File: src/design/assert_macros.svh
// Assertion macros shared by the RTL of the block cipher.
`ifndef ASSERT_MACROS_SVH
`define ASSERT_MACROS_SVH
`ifndef ASSERT_OFF
`define ASSERT_IMP(lbl, ck, rn, ante, cons, msg) \
    lbl: assert property (@(posedge ck) disable iff (!rn) (ante) |-> (cons)) else $error(msg);
`define ASSERT_NXT(lbl, ck, rn, ante, cons, msg) \
    lbl: assert property (@(posedge ck) disable iff (!rn) (ante) |=> (cons)) else $error(msg);
`define ASSERT_NEVER(lbl, ck, rn, cond, msg) \
    lbl: assert property (@(posedge ck) disable iff (!rn) !(cond)) else $error(msg);
`else
`define ASSERT_IMP(lbl, ck, rn, ante, cons, msg)
`define ASSERT_NXT(lbl, ck, rn, ante, cons, msg)
`define ASSERT_NEVER(lbl, ck, rn, cond, msg)
`endif
`endif

File: src/design/rc2sbc_pkg.sv
// Package with the constants, codes and S-box of the block cipher.
`timescale 1ns / 1ps
`default_nettype none

package rc2sbc_pkg;

    localparam int S_DATA_W = 80;
    localparam int S_USER_W = 2;
    localparam int M_DATA_W = 64;
    localparam int M_USER_W = 3;

    localparam int KEY_BYTES = 128;
    localparam int KEY_ROWS  = 64;

    localparam logic [1:0] REQ_LOAD    = 2'd0;
    localparam logic [1:0] REQ_ENCRYPT = 2'd1;
    localparam logic [1:0] REQ_DECRYPT = 2'd2;

    localparam logic [1:0] STAT_OK        = 2'd0;
    localparam logic [1:0] STAT_NO_KEY    = 2'd1;
    localparam logic [1:0] STAT_BAD_INDEX = 2'd2;

    localparam logic [3:0] LAST_ROUND = 4'd15;
    localparam logic [3:0] MASH_ENC_A = 4'd4;
    localparam logic [3:0] MASH_ENC_B = 4'd10;
    localparam logic [3:0] MASH_DEC_A = 4'd5;
    localparam logic [3:0] MASH_DEC_B = 4'd11;

    localparam logic [11:0] SBOX_SRC [256] = '{
        12'd71, 12'd194, 12'd38, 12'd1701, 12'd89, 12'd76, 12'd11, 12'd83,
        12'd1629, 12'd48, 12'd94, 12'd63, 12'd132, 12'd16, 12'd111, 12'd95,
        12'd84, 12'd341, 12'd975, 12'd14, 12'd40, 12'd64, 12'd27, 12'd81,
        12'd139, 12'd213, 12'd63, 12'd90, 12'd1120, 12'd8, 12'd15, 12'd3,
        12'd126, 12'd2018, 12'd40, 12'd74, 12'd758, 12'd485, 12'd604, 12'd230,
        12'd436, 12'd664, 12'd582, 12'd150, 12'd251, 12'd284, 12'd308, 12'd231,
        12'd124, 12'd211, 12'd486, 12'd225, 12'd401, 12'd370, 12'd11, 12'd101,
        12'd305, 12'd139, 12'd189, 12'd17, 12'd33, 12'd88, 12'd208, 12'd193,
        12'd145, 12'd1, 12'd94, 12'd73, 12'd416, 12'd918, 12'd263, 12'd28,
        12'd500, 12'd538, 12'd356, 12'd117, 12'd136, 12'd219, 12'd27, 12'd176,
        12'd130, 12'd10, 12'd460, 12'd25, 12'd485, 12'd18, 12'd436, 12'd65,
        12'd84, 12'd200, 12'd283, 12'd118, 12'd320, 12'd138, 12'd36, 12'd416,
        12'd280, 12'd15, 12'd71, 12'd224, 12'd961, 12'd44, 12'd16, 12'd401,
        12'd39, 12'd88, 12'd61, 12'd304, 12'd12, 12'd21, 12'd24, 12'd283,
        12'd134, 12'd92, 12'd63, 12'd246, 12'd486, 12'd682, 12'd7, 12'd219,
        12'd184, 12'd360, 12'd780, 12'd18, 12'd64, 12'd463, 12'd474, 12'd131,
        12'd160, 12'd79, 12'd73, 12'd440, 12'd95, 12'd18, 12'd64, 12'd581,
        12'd34, 12'd69, 12'd128, 12'd367, 12'd460, 12'd17, 12'd81, 12'd12,
        12'd103, 12'd820, 12'd62, 12'd110, 12'd97, 12'd103, 12'd862, 12'd70,
        12'd60, 12'd1317, 12'd471, 12'd540, 12'd208, 12'd121, 12'd890, 12'd346,
        12'd36, 12'd150, 12'd59, 12'd568, 12'd614, 12'd13, 12'd120, 12'd63,
        12'd219, 12'd812, 12'd2160, 12'd1780, 12'd99, 12'd35, 12'd18, 12'd21,
        12'd136, 12'd872, 12'd15, 12'd28, 12'd170, 12'd88, 12'd4, 12'd30,
        12'd44, 12'd112, 12'd18, 12'd147, 12'd436, 12'd195, 12'd320, 12'd37,
        12'd122, 12'd113, 12'd6, 12'd140, 12'd8, 12'd120, 12'd305, 12'd42,
        12'd58, 12'd461, 12'd44, 12'd106, 12'd301, 12'd13, 12'd408, 12'd680,
        12'd93, 12'd86, 12'd116, 12'd530, 12'd82, 12'd568, 12'd9, 12'd102,
        12'd38, 12'd416, 12'd89, 12'd71, 12'd216, 12'd728, 12'd965, 12'd818,
        12'd2, 12'd38, 12'd121, 12'd195, 12'd14, 12'd326, 12'd148, 12'd234,
        12'd18, 12'd55, 12'd131, 12'd234, 12'd361, 12'd824, 12'd5, 12'd81,
        12'd623, 12'd48, 12'd961, 12'd19, 12'd26, 12'd33, 12'd10, 12'd1101,
        12'd365, 12'd92, 12'd88, 12'd181, 12'd275, 12'd346, 12'd201, 12'd206
    };

    localparam logic [7:0] SBOX_PAD [256] = '{
        8'd158, 8'd186, 8'd223, 8'd97, 8'd64, 8'd145, 8'd190, 8'd190,
        8'd117, 8'd217, 8'd163, 8'd70, 8'd206, 8'd176, 8'd183, 8'd194,
        8'd146, 8'd43, 8'd248, 8'd141, 8'd3, 8'd54, 8'd72, 8'd223,
        8'd233, 8'd153, 8'd91, 8'd210, 8'd36, 8'd131, 8'd244, 8'd161,
        8'd105, 8'd120, 8'd113, 8'd191, 8'd113, 8'd86, 8'd19, 8'd245,
        8'd213, 8'd221, 8'd43, 8'd27, 8'd242, 8'd157, 8'd73, 8'd213,
        8'd193, 8'd92, 8'd166, 8'd10, 8'd23, 8'd197, 8'd112, 8'd110,
        8'd193, 8'd30, 8'd156, 8'd51, 8'd125, 8'd51, 8'd158, 8'd67,
        8'd197, 8'd215, 8'd59, 8'd218, 8'd110, 8'd246, 8'd181, 8'd0,
        8'd135, 8'd76, 8'd164, 8'd97, 8'd47, 8'd87, 8'd234, 8'd108,
        8'd144, 8'd127, 8'd6, 8'd6, 8'd222, 8'd172, 8'd80, 8'd144,
        8'd22, 8'd245, 8'd207, 8'd70, 8'd227, 8'd182, 8'd146, 8'd134,
        8'd119, 8'd176, 8'd73, 8'd58, 8'd135, 8'd69, 8'd23, 8'd198,
        8'd0, 8'd170, 8'd32, 8'd171, 8'd176, 8'd129, 8'd91, 8'd24,
        8'd126, 8'd77, 8'd248, 8'd0, 8'd118, 8'd69, 8'd57, 8'd60,
        8'd190, 8'd171, 8'd217, 8'd61, 8'd136, 8'd169, 8'd196, 8'd84,
        8'd168, 8'd167, 8'd163, 8'd102, 8'd223, 8'd64, 8'd174, 8'd178,
        8'd166, 8'd239, 8'd242, 8'd195, 8'd249, 8'd92, 8'd59, 8'd38,
        8'd241, 8'd46, 8'd236, 8'd31, 8'd59, 8'd114, 8'd23, 8'd50,
        8'd119, 8'd186, 8'd7, 8'd66, 8'd212, 8'd97, 8'd222, 8'd182,
        8'd230, 8'd118, 8'd122, 8'd86, 8'd105, 8'd92, 8'd179, 8'd243,
        8'd255, 8'd189, 8'd223, 8'd164, 8'd194, 8'd215, 8'd98, 8'd44,
        8'd17, 8'd20, 8'd53, 8'd153, 8'd137, 8'd224, 8'd176, 8'd100,
        8'd208, 8'd114, 8'd36, 8'd200, 8'd145, 8'd150, 8'd215, 8'd20,
        8'd87, 8'd44, 8'd252, 8'd20, 8'd235, 8'd242, 8'd163, 8'd132,
        8'd63, 8'd18, 8'd5, 8'd122, 8'd74, 8'd97, 8'd34, 8'd97,
        8'd142, 8'd86, 8'd146, 8'd221, 8'd179, 8'd166, 8'd161, 8'd74,
        8'd69, 8'd182, 8'd88, 8'd120, 8'd128, 8'd58, 8'd76, 8'd155,
        8'd15, 8'd30, 8'd77, 8'd216, 8'd165, 8'd117, 8'd107, 8'd90,
        8'd169, 8'd127, 8'd143, 8'd181, 8'd208, 8'd137, 8'd200, 8'd127,
        8'd170, 8'd195, 8'd26, 8'd84, 8'd255, 8'd132, 8'd150, 8'd58,
        8'd103, 8'd250, 8'd120, 8'd221, 8'd237, 8'd37, 8'd8, 8'd99
    };

    function automatic logic [7:0] sbox_at(input logic [7:0] idx);
        return SBOX_SRC[idx][7:0] ^ SBOX_PAD[idx];
    endfunction

endpackage

`default_nettype wire

File: src/design/rc2_style_block_cipher_top.sv
// Top level of the 64-bit block cipher with byte-wise key loading and expansion.
//
// The slave stream takes one request at a time. tuser selects a key byte load,
// an encryption or a decryption; tdata carries the key index, the key byte and
// the four data words. The master stream returns one result per request: the
// four result words in tdata, the status code and the key ready flag in tuser.
// Configuration is a single key length register, written with cfg_wen.
// The key lives in two 64 x 8 RAMs (even and odd bytes), so one key word is
// read per cycle from registered read ports.
// Encryption and decryption run one subround or mash step per cycle through
// the key word read port; the result then passes through ST_RESULT into the
// output register.
// The load of the last key byte starts the expansion, one byte per cycle up to
// byte 127, followed by a final S-box pass on byte zero.
// Other requests pass through ST_RESULT into the output register.
// A new request is taken from the cycle after the previous result has moved
// into the output register. After reset no key is valid and key_length is 16.
// When the receiver stalls, the result waits in the output register and the
// next result waits in the block, which then takes no new request.
`timescale 1ns / 1ps
`default_nettype none
`include "assert_macros.svh"

module rc2_style_block_cipher_top (
    input  logic                            clk,
    input  logic                            rst_n,
    input  logic                            s_tvalid,
    output logic                            s_tready,
    // key_index[6:0], key_byte[14:7], in_word0..in_word3 from bit 15 up, zero
    input  logic [rc2sbc_pkg::S_DATA_W-1:0] s_tdata,
    // req_type[1:0]
    input  logic [rc2sbc_pkg::S_USER_W-1:0] s_tuser,
    output logic                            m_tvalid,
    input  logic                            m_tready,
    // out_word0[15:0], out_word1[31:16], out_word2[47:32], out_word3[63:48]
    output logic [rc2sbc_pkg::M_DATA_W-1:0] m_tdata,
    // status[1:0], key_ready[2]
    output logic [rc2sbc_pkg::M_USER_W-1:0] m_tuser,
    input  logic                            cfg_wen,
    input  logic [7:0]                      cfg_wdata
);

    import rc2sbc_pkg::*;

    typedef enum logic [2:0] {
        ST_IDLE,
        ST_EXPAND,
        ST_FINAL,
        ST_CIPHER,
        ST_RESULT
    } state_t;

    state_t                state_reg;
    logic [7:0]            key_length_reg;
    logic                  key_valid_reg;
    logic [15:0]           w_reg [4];
    logic [1:0]            status_reg;
    logic                  decrypt_reg;
    logic [3:0]            rnd_reg;
    logic [1:0]            sub_reg;
    logic                  mash_reg;
    logic [6:0]            j_reg;
    logic [7:0]            prev_reg;
    logic                  sel_reg;
    logic                  m_tvalid_reg;
    logic [M_DATA_W-1:0]   m_tdata_reg;
    logic [M_USER_W-1:0]   m_tuser_reg;

    logic [7:0]  eff_len;
    logic        accept;
    logic [6:0]  key_index;
    logic [7:0]  key_byte;
    logic [15:0] in_word [4];
    logic        idx_in_range;
    logic        idx_is_last;

    logic [7:0]  even_q;
    logic [7:0]  odd_q;
    logic [15:0] kword;
    logic        we;
    logic        we_even;
    logic        we_odd;
    logic [6:0]  wr_addr;
    logic [7:0]  wr_byte;
    logic [5:0]  rd_row;
    logic        rd_sel;

    logic [15:0] a_w, b_w, c_w, d_w;
    logic [15:0] mix;
    logic [15:0] enc_sum;
    logic [15:0] enc_rot;
    logic [15:0] a_ror;
    logic [15:0] new_word;
    logic [15:0] w_upd [4];
    logic [3:0]  next_rnd;
    logic [1:0]  next_sub;
    logic        next_mash;
    logic        last_op;
    logic [15:0] mash_src;
    logic [5:0]  cipher_row;
    logic [3:0]  init_rnd;
    logic [1:0]  init_sub;

    logic [7:0]  exp_src;
    logic [7:0]  exp_sum;
    logic [7:0]  exp_new;
    logic [6:0]  j_inc;
    logic [6:0]  exp_rd_byte;
    logic        exp_last;

    assign accept    = s_tvalid && s_tready;
    assign s_tready  = (state_reg == ST_IDLE);
    assign key_index = s_tdata[6:0];
    assign key_byte  = s_tdata[14:7];

    always_comb
    begin
        for (int k = 0; k < 4; k++)
        begin
            in_word[k] = s_tdata[15 + 16 * k +: 16];
        end
    end

    always_comb
    begin
        if (key_length_reg == 8'd0)
        begin
            eff_len = 8'd1;
        end
        else if (key_length_reg > 8'(KEY_BYTES))
        begin
            eff_len = 8'(KEY_BYTES);
        end
        else
        begin
            eff_len = key_length_reg;
        end
    end

    assign idx_in_range = ({1'b0, key_index} < eff_len);
    assign idx_is_last  = ({1'b0, key_index} == (eff_len - 8'd1));

    assign kword = {odd_q, even_q};

    always_comb
    begin
        unique case (sub_reg)
            2'd0:
            begin
                a_w = w_reg[0]; b_w = w_reg[1]; c_w = w_reg[2]; d_w = w_reg[3];
            end
            2'd1:
            begin
                a_w = w_reg[1]; b_w = w_reg[2]; c_w = w_reg[3]; d_w = w_reg[0];
            end
            2'd2:
            begin
                a_w = w_reg[2]; b_w = w_reg[3]; c_w = w_reg[0]; d_w = w_reg[1];
            end
            default:
            begin
                a_w = w_reg[3]; b_w = w_reg[0]; c_w = w_reg[1]; d_w = w_reg[2];
            end
        endcase
    end

    assign mix     = (b_w & ~d_w) + (c_w & d_w);
    assign enc_sum = a_w + mix + kword;

    always_comb
    begin
        unique case (sub_reg)
            2'd0:
            begin
                enc_rot = {enc_sum[14:0], enc_sum[15]};
                a_ror   = {a_w[0], a_w[15:1]};
            end
            2'd1:
            begin
                enc_rot = {enc_sum[13:0], enc_sum[15:14]};
                a_ror   = {a_w[1:0], a_w[15:2]};
            end
            2'd2:
            begin
                enc_rot = {enc_sum[12:0], enc_sum[15:13]};
                a_ror   = {a_w[2:0], a_w[15:3]};
            end
            default:
            begin
                enc_rot = {enc_sum[10:0], enc_sum[15:11]};
                a_ror   = {a_w[4:0], a_w[15:5]};
            end
        endcase
    end

    always_comb
    begin
        if (mash_reg)
        begin
            new_word = decrypt_reg ? (a_w - kword) : (a_w + kword);
        end
        else
        begin
            new_word = decrypt_reg ? (a_ror - mix - kword) : enc_rot;
        end
        for (int k = 0; k < 4; k++)
        begin
            w_upd[k] = (2'(k) == sub_reg) ? new_word : w_reg[k];
        end
    end

    always_comb
    begin
        next_rnd  = rnd_reg;
        next_sub  = sub_reg;
        next_mash = mash_reg;
        last_op   = 1'b0;
        if (!decrypt_reg)
        begin
            if (sub_reg != 2'd3)
            begin
                next_sub = sub_reg + 2'd1;
            end
            else if (!mash_reg && (rnd_reg == MASH_ENC_A || rnd_reg == MASH_ENC_B))
            begin
                next_mash = 1'b1;
                next_sub  = 2'd0;
            end
            else
            begin
                next_mash = 1'b0;
                next_sub  = 2'd0;
                next_rnd  = rnd_reg + 4'd1;
                last_op   = (rnd_reg == LAST_ROUND);
            end
        end
        else
        begin
            if (sub_reg != 2'd0)
            begin
                next_sub = sub_reg - 2'd1;
            end
            else if (!mash_reg && (rnd_reg == MASH_DEC_A || rnd_reg == MASH_DEC_B))
            begin
                next_mash = 1'b1;
                next_sub  = 2'd3;
            end
            else
            begin
                next_mash = 1'b0;
                next_sub  = 2'd3;
                next_rnd  = rnd_reg - 4'd1;
                last_op   = (rnd_reg == 4'd0);
            end
        end
    end

    always_comb
    begin
        unique case (next_sub)
            2'd0:    mash_src = w_upd[3];
            2'd1:    mash_src = w_upd[0];
            2'd2:    mash_src = w_upd[1];
            default: mash_src = w_upd[2];
        endcase
        cipher_row = next_mash ? mash_src[5:0] : {next_rnd, next_sub};
    end

    assign init_rnd = (s_tuser == REQ_DECRYPT) ? LAST_ROUND : 4'd0;
    assign init_sub = (s_tuser == REQ_DECRYPT) ? 2'd3 : 2'd0;

    // With a one-byte key every source byte is the byte written just before.
    assign exp_src     = (eff_len == 8'd1) ? prev_reg : (sel_reg ? odd_q : even_q);
    assign exp_sum     = exp_src + prev_reg;
    assign exp_new     = sbox_at(exp_sum);
    assign j_inc       = j_reg + 7'd1;
    assign exp_rd_byte = j_inc - eff_len[6:0];
    assign exp_last    = (j_reg == 7'(KEY_BYTES - 1));

    always_comb
    begin
        we      = 1'b0;
        wr_addr = key_index;
        wr_byte = key_byte;
        rd_row  = 6'd0;
        rd_sel  = 1'b0;
        unique case (state_reg)
            ST_IDLE:
            begin
                rd_row = {init_rnd, init_sub};
                we     = accept && (s_tuser == REQ_LOAD) && idx_in_range;
            end
            ST_EXPAND:
            begin
                we      = 1'b1;
                wr_addr = j_reg;
                wr_byte = exp_new;
                if (!exp_last)
                begin
                    rd_row = exp_rd_byte[6:1];
                    rd_sel = exp_rd_byte[0];
                end
            end
            ST_FINAL:
            begin
                we      = 1'b1;
                wr_addr = 7'd0;
                wr_byte = sbox_at(even_q);
            end
            ST_CIPHER:
            begin
                rd_row = cipher_row;
            end
            default:
            begin
                we = 1'b0;
            end
        endcase
    end

    assign we_even = we && !wr_addr[0];
    assign we_odd  = we && wr_addr[0];

    rc2sbc_ram #(
        .WIDTH (8),
        .DEPTH (KEY_ROWS)
    ) u_even_ram (
        .clk   (clk),
        .we    (we_even),
        .waddr (wr_addr[6:1]),
        .wdata (wr_byte),
        .raddr (rd_row),
        .rdata (even_q)
    );

    rc2sbc_ram #(
        .WIDTH (8),
        .DEPTH (KEY_ROWS)
    ) u_odd_ram (
        .clk   (clk),
        .we    (we_odd),
        .waddr (wr_addr[6:1]),
        .wdata (wr_byte),
        .raddr (rd_row),
        .rdata (odd_q)
    );

    always_ff @(posedge clk or negedge rst_n)
    begin
        if (!rst_n)
        begin
            state_reg      <= ST_IDLE;
            key_length_reg <= 8'd16;
            key_valid_reg  <= 1'b0;
            for (int k = 0; k < 4; k++)
            begin
                w_reg[k] <= 16'd0;
            end
            status_reg     <= STAT_OK;
            decrypt_reg    <= 1'b0;
            rnd_reg        <= 4'd0;
            sub_reg        <= 2'd0;
            mash_reg       <= 1'b0;
            j_reg          <= 7'd0;
            prev_reg       <= 8'd0;
            sel_reg        <= 1'b0;
            m_tvalid_reg   <= 1'b0;
            m_tdata_reg    <= '0;
            m_tuser_reg    <= '0;
        end
        else
        begin
            if (cfg_wen)
            begin
                key_length_reg <= cfg_wdata;
            end
            if (m_tvalid_reg && m_tready && (state_reg != ST_RESULT))
            begin
                m_tvalid_reg <= 1'b0;
            end
            sel_reg <= rd_sel;

            unique case (state_reg)
                ST_IDLE:
                begin
                    if (accept)
                    begin
                        priority if (s_tuser == REQ_LOAD)
                        begin
                            for (int k = 0; k < 4; k++)
                            begin
                                w_reg[k] <= 16'd0;
                            end
                            if (!idx_in_range)
                            begin
                                status_reg <= STAT_BAD_INDEX;
                                state_reg  <= ST_RESULT;
                            end
                            else
                            begin
                                status_reg    <= STAT_OK;
                                key_valid_reg <= 1'b0;
                                if (idx_is_last)
                                begin
                                    j_reg    <= eff_len[6:0];
                                    prev_reg <= key_byte;
                                    state_reg <= (eff_len == 8'(KEY_BYTES)) ? ST_FINAL
                                                                            : ST_EXPAND;
                                end
                                else
                                begin
                                    state_reg <= ST_RESULT;
                                end
                            end
                        end
                        else if (s_tuser == REQ_ENCRYPT || s_tuser == REQ_DECRYPT)
                        begin
                            if (!key_valid_reg)
                            begin
                                status_reg <= STAT_NO_KEY;
                                for (int k = 0; k < 4; k++)
                                begin
                                    w_reg[k] <= 16'd0;
                                end
                                state_reg <= ST_RESULT;
                            end
                            else
                            begin
                                status_reg <= STAT_OK;
                                for (int k = 0; k < 4; k++)
                                begin
                                    w_reg[k] <= in_word[k];
                                end
                                decrypt_reg <= (s_tuser == REQ_DECRYPT);
                                rnd_reg     <= init_rnd;
                                sub_reg     <= init_sub;
                                mash_reg    <= 1'b0;
                                state_reg   <= ST_CIPHER;
                            end
                        end
                        else
                        begin
                            status_reg <= STAT_OK;
                            for (int k = 0; k < 4; k++)
                            begin
                                w_reg[k] <= 16'd0;
                            end
                            state_reg <= ST_RESULT;
                        end
                    end
                end
                ST_EXPAND:
                begin
                    prev_reg <= exp_new;
                    j_reg    <= j_inc;
                    if (exp_last)
                    begin
                        state_reg <= ST_FINAL;
                    end
                end
                ST_FINAL:
                begin
                    key_valid_reg <= 1'b1;
                    state_reg     <= ST_RESULT;
                end
                ST_CIPHER:
                begin
                    for (int k = 0; k < 4; k++)
                    begin
                        w_reg[k] <= w_upd[k];
                    end
                    rnd_reg  <= next_rnd;
                    sub_reg  <= next_sub;
                    mash_reg <= next_mash;
                    if (last_op)
                    begin
                        state_reg <= ST_RESULT;
                    end
                end
                default:
                begin
                    if (!m_tvalid_reg || m_tready)
                    begin
                        m_tvalid_reg <= 1'b1;
                        m_tdata_reg  <= {w_reg[3], w_reg[2], w_reg[1], w_reg[0]};
                        m_tuser_reg  <= {key_valid_reg, status_reg};
                        state_reg    <= ST_IDLE;
                    end
                end
            endcase
        end
    end

    assign m_tvalid = m_tvalid_reg;
    assign m_tdata  = m_tdata_reg;
    assign m_tuser  = m_tuser_reg;

    `ASSERT_NXT(a_one_request, clk, rst_n, s_tvalid && s_tready, !s_tready, "request overlap")
    `ASSERT_NEVER(a_no_write_cipher, clk, rst_n, state_reg == ST_CIPHER && we, "cipher key write")
    `ASSERT_IMP(a_mash_round, clk, rst_n, state_reg == ST_CIPHER && mash_reg && !decrypt_reg, rnd_reg == MASH_ENC_A || rnd_reg == MASH_ENC_B, "mash step in wrong round")
    `ASSERT_NXT(a_key_after_final, clk, rst_n, state_reg == ST_FINAL, key_valid_reg, "key not valid after expansion")

endmodule

`default_nettype wire

File: src/design/rc2sbc_ram.sv
// Generic single-write, single-read RAM with a registered read port.
`timescale 1ns / 1ps
`default_nettype none

module rc2sbc_ram #(
    parameter int WIDTH = 8,
    parameter int DEPTH = 64
) (
    input  logic                     clk,
    input  logic                     we,
    input  logic [$clog2(DEPTH)-1:0] waddr,
    input  logic [WIDTH-1:0]         wdata,
    input  logic [$clog2(DEPTH)-1:0] raddr,
    output logic [WIDTH-1:0]         rdata
);

    logic [WIDTH-1:0] mem [DEPTH];

    always_ff @(posedge clk)
    begin
        if (we)
        begin
            mem[waddr] <= wdata;
        end
        rdata <= mem[raddr];
    end

endmodule

`default_nettype wire
File: config.mk
export PLATFORM = sky130hd
export DESIGN_NAME = rc2_style_block_cipher_top
export DESIGN_NICKNAME = d
export VERILOG_FILES = /design/src/design/rc2sbc_pkg.sv /design/src/design/rc2_style_block_cipher_top.sv /design/src/design/rc2sbc_ram.sv
export VERILOG_INCLUDE_DIRS = /design/src /design/src/design
export SDC_FILE = /design/constraint.sdc
export NUM_CORES = 2
export LEC_CHECK = 0
export ABC_AREA = 0
export BUFFER_PORTS_ARGS = -buffer_cell sky130_fd_sc_hd__buf_4
export CAP_MARGIN = 20
export CELL_PAD_IN_SITES_DETAIL_PLACEMENT = 1
export CELL_PAD_IN_SITES_GLOBAL_PLACEMENT = 1
export CORE_MARGIN = 3
export CORE_UTILIZATION = 52
export CTS_BUF_LIST = sky130_fd_sc_hd__clkbuf_2 sky130_fd_sc_hd__clkbuf_4 sky130_fd_sc_hd__clkbuf_8
export CTS_CLUSTER_DIAMETER = 50
export DETAILED_ROUTE_END_ITERATION = 12
export PLACE_DENSITY_LB_ADDON = 0.1
export SLEW_MARGIN = 10
export SYNTH_ARGS = -nofsm -noshare
export SYNTH_HDL_FRONTEND = slang
export SYNTH_SLANG_ARGS = --single-unit
File: constraint.sdc
create_clock -name clk -period 11.49 [get_ports clk]
set_input_delay 1.149 -clock clk [delete_from_list [all_inputs] [get_ports clk]]
set_output_delay 1.149 -clock clk [all_outputs]
set_load 0.01 [all_outputs]
==> flow_summary.toml <==
[grt]
grt_pass1_wl_um = 394000
grt_antenna_before_repair = 15
gr-total-overflow = 0
grt_pass1_vias = 58400
grt_max_degree = 131
gr-usage-all-layers_pct = 38.7

[finish]
layout-drive-gt1-share_pct = 11.9
largestRegisters = "u_even_ram.mem: 512 flops, u_odd_ram.mem: 512 flops"
fillers = 14000
area_growth_pct = 9.39
design_area_sq_mm = 0.0745
nNetsFinal = 6870

[die]
start_util_pct = 52.5
die-area_sq_mm = 0.135
coreArea_sq_mm = 0.130
die_y_um = 368
rows = 132
io_pins = 164
die_w_um = 368

[logic_synthesis]
yosysWarnings = 0
syn_avg_cell_area_sq_um = 10.3
ys.flop_type = "edfxtp_1"
syn-num-nets = 6914
synth_seq_cells = 1210
ys_types = 116
async_reset_ff_share_pct = 14.0
synthCells = 6646
synthesis.area_sq_mm = 0.0681
yosysSeqAreaShare_pct = 51.9
synth_enable_flop_cells = 1024

[critical_path]
critPathKind = "flop to flop"
crit_path_end_kind = "flop"
required_ps = 12330
rrSetupSlack_ps = 1040
r2r_cells = 29
crit_path_start_kind = "flop"
cp_num_buf_inv = 3
crit_path_max_fanout = 66
reg2reg_to = "u_even_ram.rdata[1]"
cp-startpoint = "sub_reg[0]"
critPathMaxStageDelay_ps = 920
worstPathArrival_ps = 11300
cp_slowest_cell = "a31oi_4"
cpMostUsedCell = "inv_1"
r2r-start = "sub_reg[0]"
critPathTopFamily = "compound AO/OA/AOI/OAI gates"

[timing]
final_period_minus_worst_setup_slack_ps = 10450
worstMarginPinSlew_ps = 1240
max_slew_margin_pct = 17.3
drv_slew = 0
rsz0062_at_grt = "no"
fin_skew_ps = 116
finalCritPeriodShare_pct = 91.0
setup_viol = 0
fmax_mhz = 95.7
hold_violations = 0
setup-tns-final_ps = 0

[cts]
htree_levels = 4
root_buffer = "clkbuf_8"
cts_setup_buffers = 0
cts_resized = 0
cts_max_path_buffers = 3
clk_pin_slew_worst_paths_ps = 60
cts_hold_buf = 0
clkLatencyLatePin_ps = 960
cts_tree = "built"
cts_sinks = 1210
cts_made_buffers = 195

[route]
met2_length_um = 123000
dr_wl_met3_um = 27700
viasPerCell = 6.90
drt_iter0_drc = 7497
wl_um = 269000
top_layer_used = "met5"
ant_nets = 0
remaining_drc_errors = 0
dr.pass1.iters = 9
drt-wirelength-per-cell_um = 31.6
met1_length_um = 105000
vias = 58700

[placed_design]
dpl_cell_area_sq_mm = 0.0705
io_buffer_count = 162
dp_hpwl_um = 178000
gp_congestion = 1.05

[job]
maxCapViolations = 0

[min_path]
holdCritPathClass = "input port to async pin"

[outcome]
status = "finished clean"
[cell type report]
class | instances | area, sq um | share of cell area (%)
inverters | 117 | 440 | 0.591
diodes | 8 | 20.0 | 0.0269
well taps | 1742 | 2180 | 2.92
clock inverters | 89 | 681 | 0.913
multi-input cells | 4778 | 30100 | 40.4
repair buffers | 300 | 2480 | 3.33
clock buffers | 267 | 3310 | 4.44
flip-flops and latches | 1210 | 35300 | 47.4
[layer usage]
| layer | vias up | track usage (%) |
|---|---|---|
| li1 | 24900 | - |
| met1 | 29700 | 51.7 |
| met2 | 3424 | 60.4 |
| met3 | 705 | 9.56 |
| met4 | 14 | 16.7 |
| met5 | - | 0 |
[layout by cell type (no fill, tap or decap), drive strengths merged, types with 93 or more instances in the layout]
cell | netlist | layout
nand2 | 1067 | 1067
edfxtp | 1024 | 1024
nor2 | 549 | 549
a21oi | 430 | 430
o21ai | 345 | 345
buf | 222 | 299
clkbuf | 317 | 268
a211oi | 239 | 239
a31oi | 186 | 186
dfrtp | 169 | 169
and2 | 156 | 156
ha | 135 | 135
mux2i | 124 | 124
nand3 | 123 | 123
inv | 111 | 121
xnor2 | 112 | 112
nor3 | 110 | 110
a22oi | 93 | 93
[cells in the mapped netlist, types with 26 or more instances]
cell / instances / share of area, %
a211o_1: 31 / 0.40
a211oi_1: 237 / 2.6
a21o_1: 30 / 0.33
a21oi_1: 427 / 3.1
a221oi_1: 57 / 0.73
a222oi_1: 35 / 0.51
a22oi_1: 92 / 1.0
a311oi_1: 91 / 1.2
a31oi_1: 183 / 1.7
and2_0: 86 / 0.79
and2_1: 69 / 0.63
and3_1: 60 / 0.55
buf_1: 90 / 0.50
buf_2: 82 / 0.60
buf_4: 28 / 0.31
clkbuf_1: 313 / 1.7
dfrtp_1: 169 / 6.2
edfxtp_1: 1024 / 45
fa_1: 38 / 1.1
ha_1: 135 / 2.5
inv_1: 108 / 0.60
mux2_2: 90 / 1.5
mux2i_1: 124 / 1.8
mux4_2: 26 / 0.86
nand2_1: 1065 / 5.9
nand2b_1: 40 / 0.37
nand3_1: 121 / 0.89
nor2_1: 546 / 3.0
nor3_1: 110 / 0.81
o211ai_1: 76 / 0.84
o21a_1: 26 / 0.29
o21ai_0: 336 / 2.5
o221ai_1: 40 / 0.51
o22ai_1: 47 / 0.43
o311ai_0: 40 / 0.51
o31ai_1: 29 / 0.32
xnor2_1: 112 / 1.4
xor2_1: 61 / 0.78
[per-stage QoR]
step	util (%)	cells	setup slack, ps	hold WS, ps
floorplan	-	6646	3060	439
CTS	57.4	8500	1430	51.8
finish	57.4	8511	1040	108
global route	57.4	8505	637	63.8
global placement	54.3	8143	1730	469
detailed placement	54.3	8144	1460	480
[logic make-up (layout without fill, tap and decap cells)]
family | count (synthesis) | in the layout | share of synthesized area (%)
simple gates | 2207 | 2207 | 14.1
compound gates | 1981 | 1981 | 19.8
flops | 1210 | 1210 | 51.9
fa+ha+maj | 173 | 173 | 3.60
xor+xnor | 176 | 176 | 2.32
other cells | 0 | 8 | 0
mux | 241 | 241 | 4.19
buf+inv | 658 | 773 | 4.23
[worst max path at each step]
stage	end	slack [ps]	cells after the start
3_5_place_dp	u_even_ram.rdata[1]	1460	29
6_report	u_even_ram.rdata[1]	1040	29
3_3_place_gp	u_even_ram.rdata[1]	1730	29
5_1_grt	u_even_ram.rdata[1]	640	29
2_1_floorplan	u_even_ram.rdata[2]	3060	37
4_1_cts	u_even_ram.rdata[1]	1430	29
Power is not shown: default switching activity piles up to over one toggle a cycle in this logic, so the estimate is an artifact.
